File: src/hw/rtl/dq_pkg.sv
// Types and codes shared by the deque with running aggregates.
`timescale 1ns / 1ps
`default_nettype none
package dq_pkg;

  localparam int DATA_W  = 32;
  localparam int ENTRY_W = 7;

  localparam logic [1:0] MODE_PUSH_BACK  = 2'd0;
  localparam logic [1:0] MODE_PUSH_FRONT = 2'd1;
  localparam logic [1:0] MODE_POP_FRONT  = 2'd2;
  localparam logic [1:0] MODE_POP_BACK   = 2'd3;

  typedef struct packed {
    logic [1:0]               mode;
    logic signed [DATA_W-1:0] value;
  } in_item_t;

  typedef struct packed {
    logic [ENTRY_W-1:0]       entry_total;
    logic signed [DATA_W-1:0] total_sum;
    logic signed [DATA_W-1:0] smallest;
    logic signed [DATA_W-1:0] largest;
    logic                     is_empty;
    logic                     rejected;
  } out_item_t;

  // control of the shared min/max compare unit
  typedef struct packed {
    logic clear;
    logic load;
    logic cmp;
  } mm_ctrl_t;

endpackage
`default_nettype wire

File: src/hw/rtl/dq_ram.sv
// Generic single-write, single-read RAM with registered read data.
`timescale 1ns / 1ps
`default_nettype none
module dq_ram #(
  parameter int WIDTH = 32,
  parameter int DEPTH = 64
) (
  input  wire logic                     clk,
  input  wire logic                     wr_en,
  input  wire logic [$clog2(DEPTH)-1:0] wr_addr,
  input  wire logic [WIDTH-1:0]         wr_data,
  input  wire logic [$clog2(DEPTH)-1:0] rd_addr,
  output logic      [WIDTH-1:0]         rd_data
);

  logic [WIDTH-1:0] mem [DEPTH];

  always_ff @(posedge clk) begin
    if (wr_en) begin
      mem[wr_addr] <= wr_data;
    end
    rd_data <= mem[rd_addr];
  end

endmodule
`default_nettype wire

File: src/hw/rtl/dq_minmax.sv
// Shared compare unit holding the running minimum and maximum.
`timescale 1ns / 1ps
`default_nettype none
module dq_minmax (
  input  wire logic                              clk,
  input  wire logic                              rst_n,
  input  wire dq_pkg::mm_ctrl_t                  ctrl,
  input  wire logic signed [dq_pkg::DATA_W-1:0]  value,
  output logic signed [dq_pkg::DATA_W-1:0]       min_o,
  output logic signed [dq_pkg::DATA_W-1:0]       max_o
);

  import dq_pkg::*;

  logic signed [DATA_W-1:0] min_r, min_nxt;
  logic signed [DATA_W-1:0] max_r, max_nxt;

  always_comb begin
    min_nxt = min_r;
    max_nxt = max_r;
    if (ctrl.clear) begin
      min_nxt = '0;
      max_nxt = '0;
    end else if (ctrl.load) begin
      min_nxt = value;
      max_nxt = value;
    end else if (ctrl.cmp) begin
      if (value < min_r) min_nxt = value;
      if (value > max_r) max_nxt = value;
    end
  end

  always_ff @(posedge clk) begin
    if (!rst_n) begin
      min_r <= '0;
      max_r <= '0;
    end else begin
      min_r <= min_nxt;
      max_r <= max_nxt;
    end
  end

  assign min_o = min_r;
  assign max_o = max_r;

endmodule
`default_nettype wire

File: src/hw/rtl/deque_with_running_aggregates_core.sv
// Top level: bounded deque of signed values with running count, sum, min and max.
// Push: result valid the cycle after accept; pushes can follow one per cycle while the output is not stalled.
// Pop: ST_POP reads the removed entry, then ST_SCAN rescans the n entries left (if any)
//   through the RAM read port and one compare unit, one entry per cycle; the result
//   is valid once the scan ends; no new item is taken until the block is back in ST_IDLE.
// Synchronous active-low reset empties the deque; sum, min and max read 0.
`timescale 1ns / 1ps
`default_nettype none
module deque_with_running_aggregates_core #(
  parameter int DEPTH = 64
) (
  input  wire logic              clk,
  input  wire logic              rst_n,
  input  wire logic              in_valid,
  output logic                   in_stall,
  input  wire dq_pkg::in_item_t  in_data,
  output logic                   out_valid,
  input  wire logic              out_stall,
  output dq_pkg::out_item_t      out_data
);

  import dq_pkg::*;

  localparam int PW = $clog2(DEPTH);
  localparam int CW = $clog2(DEPTH + 1);
  localparam logic [PW:0]   DEPTH_W = (PW + 1)'(DEPTH);
  localparam logic [PW-1:0] LAST_SLOT = PW'(DEPTH - 1);
  localparam logic [CW-1:0] FULL_CNT = CW'(DEPTH);

  localparam logic [1:0] ST_IDLE = 2'd0;
  localparam logic [1:0] ST_POP  = 2'd1;
  localparam logic [1:0] ST_SCAN = 2'd2;

  logic [1:0]               state_r, state_nxt;
  logic [PW-1:0]            front_r, front_nxt;
  logic [CW-1:0]            count_r, count_nxt;
  logic signed [DATA_W-1:0] sum_r, sum_nxt;
  logic [CW-1:0]            off_r, off_nxt;
  logic [CW-1:0]            got_r, got_nxt;
  logic                     rej_r, rej_nxt;
  logic                     out_valid_r, out_valid_nxt;

  logic                     accept;
  logic [CW-1:0]            ofs;
  logic [PW:0]              slot_sum;
  logic [PW-1:0]            slot;
  logic [PW-1:0]            front_dec;
  logic [PW-1:0]            front_inc;
  logic                     wr_en;
  logic [PW-1:0]            wr_addr;
  logic [PW-1:0]            rd_addr;
  logic [DATA_W-1:0]        rd_data;
  mm_ctrl_t                 mm_ctrl;
  logic signed [DATA_W-1:0] mm_value;
  logic signed [DATA_W-1:0] cur_min;
  logic signed [DATA_W-1:0] cur_max;

  assign in_stall = (state_r != ST_IDLE) || (out_valid_r && out_stall);
  assign accept   = in_valid && !in_stall;

  // ring slot of an offset from the front
  always_comb begin
    case (state_r)
      ST_IDLE: ofs = (in_data.mode == MODE_POP_BACK) ? count_r - 1'b1 : count_r;
      ST_SCAN: ofs = off_r;
      default: ofs = '0;
    endcase
    slot_sum = {1'b0, front_r} + {1'b0, ofs[PW-1:0]};
    if (slot_sum >= DEPTH_W) begin
      slot_sum = slot_sum - DEPTH_W;
    end
    slot = slot_sum[PW-1:0];
  end

  assign front_dec = (front_r == '0) ? LAST_SLOT : front_r - 1'b1;
  assign front_inc = (front_r == LAST_SLOT) ? '0 : front_r + 1'b1;

  always_comb begin
    state_nxt     = state_r;
    front_nxt     = front_r;
    count_nxt     = count_r;
    sum_nxt       = sum_r;
    off_nxt       = off_r;
    got_nxt       = got_r;
    rej_nxt       = rej_r;
    out_valid_nxt = out_valid_r && out_stall;
    wr_en         = 1'b0;
    wr_addr       = slot;
    rd_addr       = slot;
    mm_ctrl       = '0;
    mm_value      = in_data.value;

    case (state_r)
      ST_IDLE: begin
        if (accept) begin
          rej_nxt = 1'b0;
          if (in_data.mode == MODE_PUSH_BACK || in_data.mode == MODE_PUSH_FRONT) begin
            out_valid_nxt = 1'b1;
            if (count_r == FULL_CNT) begin
              rej_nxt = 1'b1;
            end else begin
              wr_en = 1'b1;
              if (in_data.mode == MODE_PUSH_FRONT) begin
                wr_addr   = front_dec;
                front_nxt = front_dec;
              end
              count_nxt = count_r + 1'b1;
              sum_nxt   = sum_r + in_data.value;
              if (count_r == '0) mm_ctrl.load = 1'b1;
              else               mm_ctrl.cmp  = 1'b1;
            end
          end else if (count_r == '0) begin
            out_valid_nxt = 1'b1;
          end else begin
            if (in_data.mode == MODE_POP_FRONT) begin
              rd_addr   = front_r;
              front_nxt = front_inc;
            end
            count_nxt = count_r - 1'b1;
            state_nxt = ST_POP;
          end
        end
      end
      ST_POP: begin
        // removed entry on rd_data; start the rescan at the front
        sum_nxt = sum_r - $signed(rd_data);
        rd_addr = front_r;
        if (count_r == '0) begin
          sum_nxt       = '0;
          mm_ctrl.clear = 1'b1;
          out_valid_nxt = 1'b1;
          state_nxt     = ST_IDLE;
        end else begin
          off_nxt   = CW'(1);
          got_nxt   = '0;
          state_nxt = ST_SCAN;
        end
      end
      ST_SCAN: begin
        mm_value = $signed(rd_data);
        if (got_r == '0) mm_ctrl.load = 1'b1;
        else             mm_ctrl.cmp  = 1'b1;
        off_nxt = off_r + 1'b1;
        got_nxt = got_r + 1'b1;
        if (got_r == count_r - 1'b1) begin
          out_valid_nxt = 1'b1;
          state_nxt     = ST_IDLE;
        end
      end
      default: begin
        state_nxt = ST_IDLE;
      end
    endcase
  end

  always_ff @(posedge clk) begin
    if (!rst_n) begin
      state_r     <= ST_IDLE;
      front_r     <= '0;
      count_r     <= '0;
      sum_r       <= '0;
      off_r       <= '0;
      got_r       <= '0;
      rej_r       <= 1'b0;
      out_valid_r <= 1'b0;
    end else begin
      state_r     <= state_nxt;
      front_r     <= front_nxt;
      count_r     <= count_nxt;
      sum_r       <= sum_nxt;
      off_r       <= off_nxt;
      got_r       <= got_nxt;
      rej_r       <= rej_nxt;
      out_valid_r <= out_valid_nxt;
    end
  end

  dq_ram #(
    .WIDTH (DATA_W),
    .DEPTH (DEPTH)
  ) u_ring (
    .clk     (clk),
    .wr_en   (wr_en),
    .wr_addr (wr_addr),
    .wr_data (in_data.value),
    .rd_addr (rd_addr),
    .rd_data (rd_data)
  );

  dq_minmax u_minmax (
    .clk   (clk),
    .rst_n (rst_n),
    .ctrl  (mm_ctrl),
    .value (mm_value),
    .min_o (cur_min),
    .max_o (cur_max)
  );

  // state holds while a result waits, so the payload is read straight from it
  assign out_valid            = out_valid_r;
  assign out_data.entry_total = ENTRY_W'(count_r);
  assign out_data.total_sum   = sum_r;
  assign out_data.smallest    = cur_min;
  assign out_data.largest     = cur_max;
  assign out_data.is_empty    = (count_r == '0);
  assign out_data.rejected    = rej_r;

endmodule
`default_nettype wire

File: config.mk
export PLATFORM = sky130hd
export DESIGN_NAME = deque_with_running_aggregates_core
export DESIGN_NICKNAME = d
export VERILOG_FILES = /design/src/hw/rtl/dq_pkg.sv /design/src/hw/rtl/dq_ram.sv /design/src/hw/rtl/dq_minmax.sv /design/src/hw/rtl/deque_with_running_aggregates_core.sv
export SDC_FILE = /design/constraint.sdc
export NUM_CORES = 2
export LEC_CHECK = 0
export ABC_AREA = 1
export CAP_MARGIN = 20
export CORE_ASPECT_RATIO = 2
export CORE_MARGIN = 2
export CORE_UTILIZATION = 50
export DETAILED_ROUTE_END_ITERATION = 10
export DONT_BUFFER_PORTS = 1
export MAX_ROUTING_LAYER = met4
export PLACE_DENSITY = 0.73
export SYNTH_ARGS = -nofsm -noshare
export SYNTH_HDL_FRONTEND = slang
export SYNTH_SLANG_ARGS = --single-unit
File: constraint.sdc
create_clock -name clk -period 13.4 [get_ports clk]
set_input_delay 1.34 -clock clk [delete_from_list [all_inputs] [get_ports clk]]
set_output_delay 1.34 -clock clk [all_outputs]
set_load 0.03 [all_outputs]
Word-level counts from Yosys, hierarchy flattened
Memories as Yosys holds them, arrays and structs flattened. A register that Yosys moved wholly into a read port is not among the register bits. Index checks and enable logic that the tools add are counted.

Flip-flop bits (word level): 127. Latch bits: 0. RAM bits: 2048. Bits in read-only memories: 0. Input port bits: 38. Output and inout bits: 107. Word-level logic and storage cells: 136. Memories: 1.

$add $sub $neg: 10. Multiply operators: 0. Div/mod/pow operators: 0. Magnitude comparators: 3. Equality and inequality tests: 18. Shifts and indexed selects: 0. Multiplexer cells: 67. Bitwise logic cells: 1. Reduce and logical (&&, ||, !) cells: 26.

Memories: u_ring.mem (depth 64, width 32, read ports 1, clocked after memory_dff 1, wr ports 1, line dq_ram.sv:16) `logic [WIDTH-1:0] mem [DEPTH];`.

Operator list (count): two-way mux 32 bit (11); two-way mux 6 bit (18); one-hot mux 32 bit (2 select lines) (1); two-way mux 7 bit (5); adder 32 bit (1); greater-than comparator 32 bit (1); < comparator 32 bit (1); subtractor 32 bit (1); one-hot mux 7 bit (2 select lines) (2); one-hot mux 6 bit (2 select lines) (2); adder 7 x 1 -> 7 bit, second input constant (3); != test 2 bit, second input constant (9); two-way mux 1 bit (17); two-way mux 2 bit (8); logical NOT 7 bit (2); nonzero test 2 bit (7); AND reduction 4 bit (3); subtractor 6 x 1 -> 6 bit, second input constant (2); AND reduction 2 bit (4); adder 6 x 6 -> 7 bit (1); equality test 7 bit (1); equality test 7 bit, second input constant (1); greater-or-equal comparator 7 bit, second input constant (1); subtractor 7 x 1 -> 7 bit, second input constant (1); 16 further kinds (22).

Logic depth before layout (Yosys ltp)
Depth in word-level cells: 11. Mapped depth: 26. Gate-level depth less buffers: 23.

Hierarchy
A second synthesis with hierarchy kept.

Cell total of the unflattened synthesis: 9150. Area, all modules: 96662.7 um^2.

By module, submodules not included: dq_ram (instances 1, cells each 6769, area an instance 82739.4 um^2, sequential area each 62139.6 um^2); deque_with_running_aggregates_core (instances 1, cells each 1757, area an instance 9527.9 um^2, sequential area each 1241.2 um^2); dq_minmax (instances 1, cells each 624, area an instance 4395.5 um^2, sequential area each 1281.2 um^2).

Worst setup path before layout
No wires, ideal clock.

Kind: input port to flip-flop. Start: input in_data[33] (netlist name). End: memory u_ring.mem[0][0], enable pin. Library setup time: 421 ps. Arrival time: 5229 ps. Required time: 12979 ps. Slack: 7750 ps. Cell stages on the path: 16. Path buffers: 1. Path through: clkbuf_1 nand2_1 inv_1 o21ai_0 o21ai_0 ha_1 a21oi_1 nand2_1 nand2_1 nand2_1 a21oi_1 xor2_1 xnor2_1 o21ai_1 nand3_1 nor2_1.

Cells in the longest elaborated chain, start to end: 11. Elaborated cells between the ends (all ways): 20. Those cells by class: 2 x add/sub; 1 x order compare; 2 x eq/ne; 13 x mux; 2 x reduce/logical.

Ends and longest elaborated chain: from (decl) (line deque_with_running_aggregates_core.sv:16) `input wire dq_pkg::in_item_t in_data,`; equality test 2 bit (line deque_with_running_aggregates_core.sv:64) `ST_IDLE: ofs = (in_data.mode == MODE_POP_BACK) ? count_r - 1'b1 : count_r;`; two-way mux 6 bit (line deque_with_running_aggregates_core.sv:64); one-hot mux 6 bit (2 select lines) (line deque_with_running_aggregates_core.sv:63) `case (state_r)`; adder 6 x 6 -> 7 bit (line deque_with_running_aggregates_core.sv:68) `slot_sum = {1'b0, front_r} + {1'b0, ofs[PW-1:0]};`; subtractor 6 x 1 -> 6 bit or greater-or-equal comparator 7 bit (tied branches) (line deque_with_running_aggregates_core.sv:70, deque_with_running_aggregates_core.sv:69); two-way mux 6 bit (line deque_with_running_aggregates_core.sv:69) `if (slot_sum >= DEPTH_W) begin`; two-way mux 6 bit (line deque_with_running_aggregates_core.sv:103) `if (in_data.mode == MODE_PUSH_FRONT) begin`; two-way mux 6 bit (line deque_with_running_aggregates_core.sv:99) `if (count_r == FULL_CNT) begin`; two-way mux 6 bit (line deque_with_running_aggregates_core.sv:97) `if (in_data.mode == MODE_PUSH_BACK || in_data.mode == MODE_PUSH_FRONT) begin`; two-way mux 6 bit (line deque_with_running_aggregates_core.sv:95) `if (accept) begin`; two-way mux 6 bit (line deque_with_running_aggregates_core.sv:93) `case (state_r)`; to (decl) (line dq_ram.sv:16).

Parallel ways exist; a longest one is shown, timed or not.

Final worst setup path
Start: register count_r[0]. End: register u_ring.rd_data[19] (read register of u_ring.mem).

Cells in the longest elaborated chain, start to end: 11. Elaborated cells between the ends (all ways): 13. Those cells by class: 3 x add/sub; 1 x order compare; 8 x mux; 1 x reduce/logical.

Ends and longest elaborated chain: from (decl) (line deque_with_running_aggregates_core.sv:36) `logic [CW-1:0] count_r, count_nxt;`; from (signal assigned) (line deque_with_running_aggregates_core.sv:169) `count_r <= count_nxt;`; subtractor 7 x 1 -> 7 bit; two-way mux 6 bit (line deque_with_running_aggregates_core.sv:64); one-hot mux 6 bit (2 select lines) (line deque_with_running_aggregates_core.sv:63); adder 6 x 6 -> 7 bit (line deque_with_running_aggregates_core.sv:68); subtractor 6 x 1 -> 6 bit or greater-or-equal comparator 7 bit (tied branches) (line deque_with_running_aggregates_core.sv:70, deque_with_running_aggregates_core.sv:69); two-way mux 6 bit (line deque_with_running_aggregates_core.sv:69); two-way mux 6 bit (line deque_with_running_aggregates_core.sv:115) `if (in_data.mode == MODE_POP_FRONT) begin`; two-way mux 6 bit (line deque_with_running_aggregates_core.sv:112) `end else if (count_r == '0) begin`; two-way mux 6 bit (line deque_with_running_aggregates_core.sv:97); two-way mux 6 bit (line deque_with_running_aggregates_core.sv:95); one-hot mux 6 bit (2 select lines) (*) (line deque_with_running_aggregates_core.sv:93); to (decl) (line dq_ram.sv:13) `output logic [WIDTH-1:0] rd_data`.

Mark *: on every way between the ends. The rest lies on a longest branch, timed or not. A chain may end at the register's enable or synchronous reset.

==> impl_metrics.ini <==
[sta]
holdWs_ns = 0.466
timing.fmax_mhz = 152
fin_worst_skew_ns = 0.0369
worst_pin_slew_ns = 1.20
fin_tns_setup_ns = 0
rsz0062_at_grt = no
final.min_clock_period_ns = 6.60
slew_headroom_pct = 18.9
hold_viol = 0
setup-violations-final = 0
finalCritPeriodShare_pct = 49.2
slew_viol_final = 0

[synthesis]
ys_ff_latch = 2206
synth_top_area_share_pct = 61.2
syn_inst = 9832
post_synth.cell_area_avg_um2 = 10.2
syn_nets = 10000
async_reset_ff_share_pct = 0
synth_area_mm2 = 0.101
synth_cell_types = 51
netlist_top_cells_area = edfxtp_1 (61%), nand2_1 (9.2%), nand3_1 (8.8%)
yosysSeqAreaShare_pct = 64.3
synth_edf_count = 2048
yosys.area.top_type = edfxtp_1
yosysWarnings = 0
ys.flop_type = edfxtp_1

[cells_and_area]
nets = 9786
areaGrowthSynthToFinish_pct = 8.20
fill_cells = 16700
layout-drive-gt1-share_pct = 5.14

[pwr]
power_density_mw_per_mm2 = 185
peakVddDrop_uv = 143
leakage_nw = 42.9

[global_route]
grt.total_usage_pct = 30.4
grt_max_degree = 211
grt_overflow = 0
first_global_vias = 70700
grt_pass1_wl_um = 450000
grt_antenna_before_repair = 10

[drt]
vias = 73300
first_pass_iters = 6
finalWirelength_um = 309000
drc = 0
ant_nets = 0
drt_iter0_drc = 7921
wl_per_cell_um = 25.0
routed_via_density = 5.95

[placed_design]
finalWeightedCongestion = 0.960
hpwlAfterDp_um = 184000
port_buffers = 0

[worst_setup_path]
crit_arrival_ns = 7.32
crit_family = buffers and inverters
path_class = reg2reg
required_ns = 14.12
path_cells = inv_1, ha_1, nand3_2, nor2_4, nand2_2, nand3_2, nand2_2, nand2_8, nand2_8, buf_12, buf_4, buf_4, nand2_1, nand3_1, nand3_1, nand3_1, nand3_1, nand3_1, nand2_1
cp-end-kind = flop
critPathBufInv = 4
crit_path_max_incr_delay_ns = 0.86
crit_path_frequent_cell = nand3_1
critPathSlowestCell = buf_4
crit_fanout = 210
cp-start-kind = flop

[clock_tree]
path_clk_slew_ns = 0.07
clk_latency_ns = 0.84
cts_setup_buffers = 0
clock-sinks = 2206
cts_made_buffers = 187
htree_levels = 4
ctsResizeCount = 0
cts-hold-fix-buffers = 0
cts-root-buf = clkbuf_16
clockBufferDepth = 4
tritoncts = done

[outcome]
status = finished, final reports clean

[die]
core_area_mm2 = 0.200
die_x_um = 321
rows = 232
dieArea_mm2 = 0.205
io_pins = 145
die_h_um = 638
start_util_pct = 50.3

[run]
cap_violations = 0

[hold_path]
hp-class = reg2reg
-- report_power, final --
part	internal, mW	total [mW]	switching, mW
clock	2.86	5.33	2.46
combinational	1.80	6.74	4.94
sequential	7.71	8.01	0.297
-- registers in the layout, summed over array words and instances (netlist names), 2 cells and up --
| register | flops |
|---|---|
| u_ring.mem | 2048 |
| u_minmax.max_o | 32 |
| count_r | 7 |
| u_minmax.min_o | 32 |
| state_r | 2 |
| sum_r | 32 |
| off_r | 6 |
| front_r | 6 |
| got_r | 7 |
| u_ring.rd_data | 32 |
-- area by class of cell --
| cell class | count | area, um2 | area share [%] |
|---|---|---|---|
| flip-flops and latches | 2206 | 64700 | 59.5 |
| multi-input cells | 5801 | 29100 | 26.8 |
| clock buffers | 232 | 4960 | 4.56 |
| inverters | 1276 | 4820 | 4.43 |
| well taps | 2574 | 3220 | 2.96 |
| repair buffers | 135 | 1150 | 1.06 |
| clock inverters | 99 | 825 | 0.758 |
| diodes | 8 | 20.0 | 0.0184 |
-- layout by cell type (no fill, tap or decap), types with 8 or more instances in the layout --
cell type   count
a21oi_1       161
a31oi_1        11
buf_12          9
buf_4         121
bufinv_16      12
clkbuf_1       37
clkbuf_16     190
clkinv_1       38
clkinv_2       28
clkinvlp_4      8
dfxtp_1       158
diode_2         8
edfxtp_1     2048
ha_1          138
inv_1        1265
nand2_1      2468
nand3_1      1766
nand3b_1      519
nand4_1        15
nor2_1        258
nor2_4         66
nor3_1         23
o211ai_1       84
o21ai_0       158
o21bai_1       15
or2_2          10
xnor2_1         8
xor2_1         15
-- metrics by stage --
stage / power (mW) / cell area, um2 / std cells / utilization (%) / worst slack (ns)
final: 20.1 / 109000 / 12300 / 54.5 / 6.80
after global routing: 20.9 / 109000 / 12300 / 54.5 / 6.45
after CTS: 20.0 / 109000 / 12300 / 54.4 / 6.87
after detailed placement: 14.7 / 103000 / 12000 / 51.5 / 6.43
after global placement: 14.6 / 103000 / 12000 / 51.5 / 6.47
after floorplan: 12.5 / 101000 / 9832 / - / 7.75
-- per-layer routing --
metal | GRT usage, % | share of wire, % | routed length (um)
met5 | - | 0 | 0
met4 | 23.2 | 8.9 | 27600
met3 | 4.59 | 8.2 | 25200
met2 | 51.7 | 50 | 156000
met1 | 31.6 | 32 | 100000
-- tightest hold or removal path: stages, from the launching register on --
cell and delay (ns):
dfxtp_1 0.31, nand2_1 0.06, a21oi_1 0.05
-- final timing paths --
check / startpoint / endpoint / slack, ns / depth (start not counted)
min reg2reg: got_r[6] / got_r[6] / 0.47 / 2
min: got_r[6] / got_r[6] / 0.47 / 2
max: count_r[0] / u_ring.rd_data[19] / 6.80 / 19
max reg2reg: count_r[0] / u_ring.rd_data[19] / 6.80 / 19
-- cells in the mapped netlist, types with 6 or more instances --
master,instances
inv_2,8
a31oi_1,11
nor4_1,7
ha_1,138
clkbuf_1,170
buf_4,32
a21boi_0,6
nand3b_1,519
o21ai_1,7
nand2_1,2470
o211ai_1,84
buf_1,63
xor2_1,15
xnor2_1,8
dfxtp_1,158
o21bai_1,15
nand3_1,1767
o21a_1,7
nor3_1,23
nand4_1,15
inv_1,1267
edfxtp_1,2048
or2_2,10
buf_2,282
o21ai_0,159
nor2_1,323
a21oi_1,162
-- cell families after synthesis --
kind of cell | count (synthesis) | synth area share, %
adder cells (fa/ha/maj) | 141 | 1.78
XOR/XNOR | 23 | 0.200
AO/OA/AOI/OAI | 488 | 2.84
flip-flops | 2206 | 64.3
multiplexers | 1 | 0.00996
AND/OR/NAND/NOR | 5148 | 23.5
buffers and inverters | 1825 | 7.30
No activity file was read; power rests on OpenSTA's default activity.
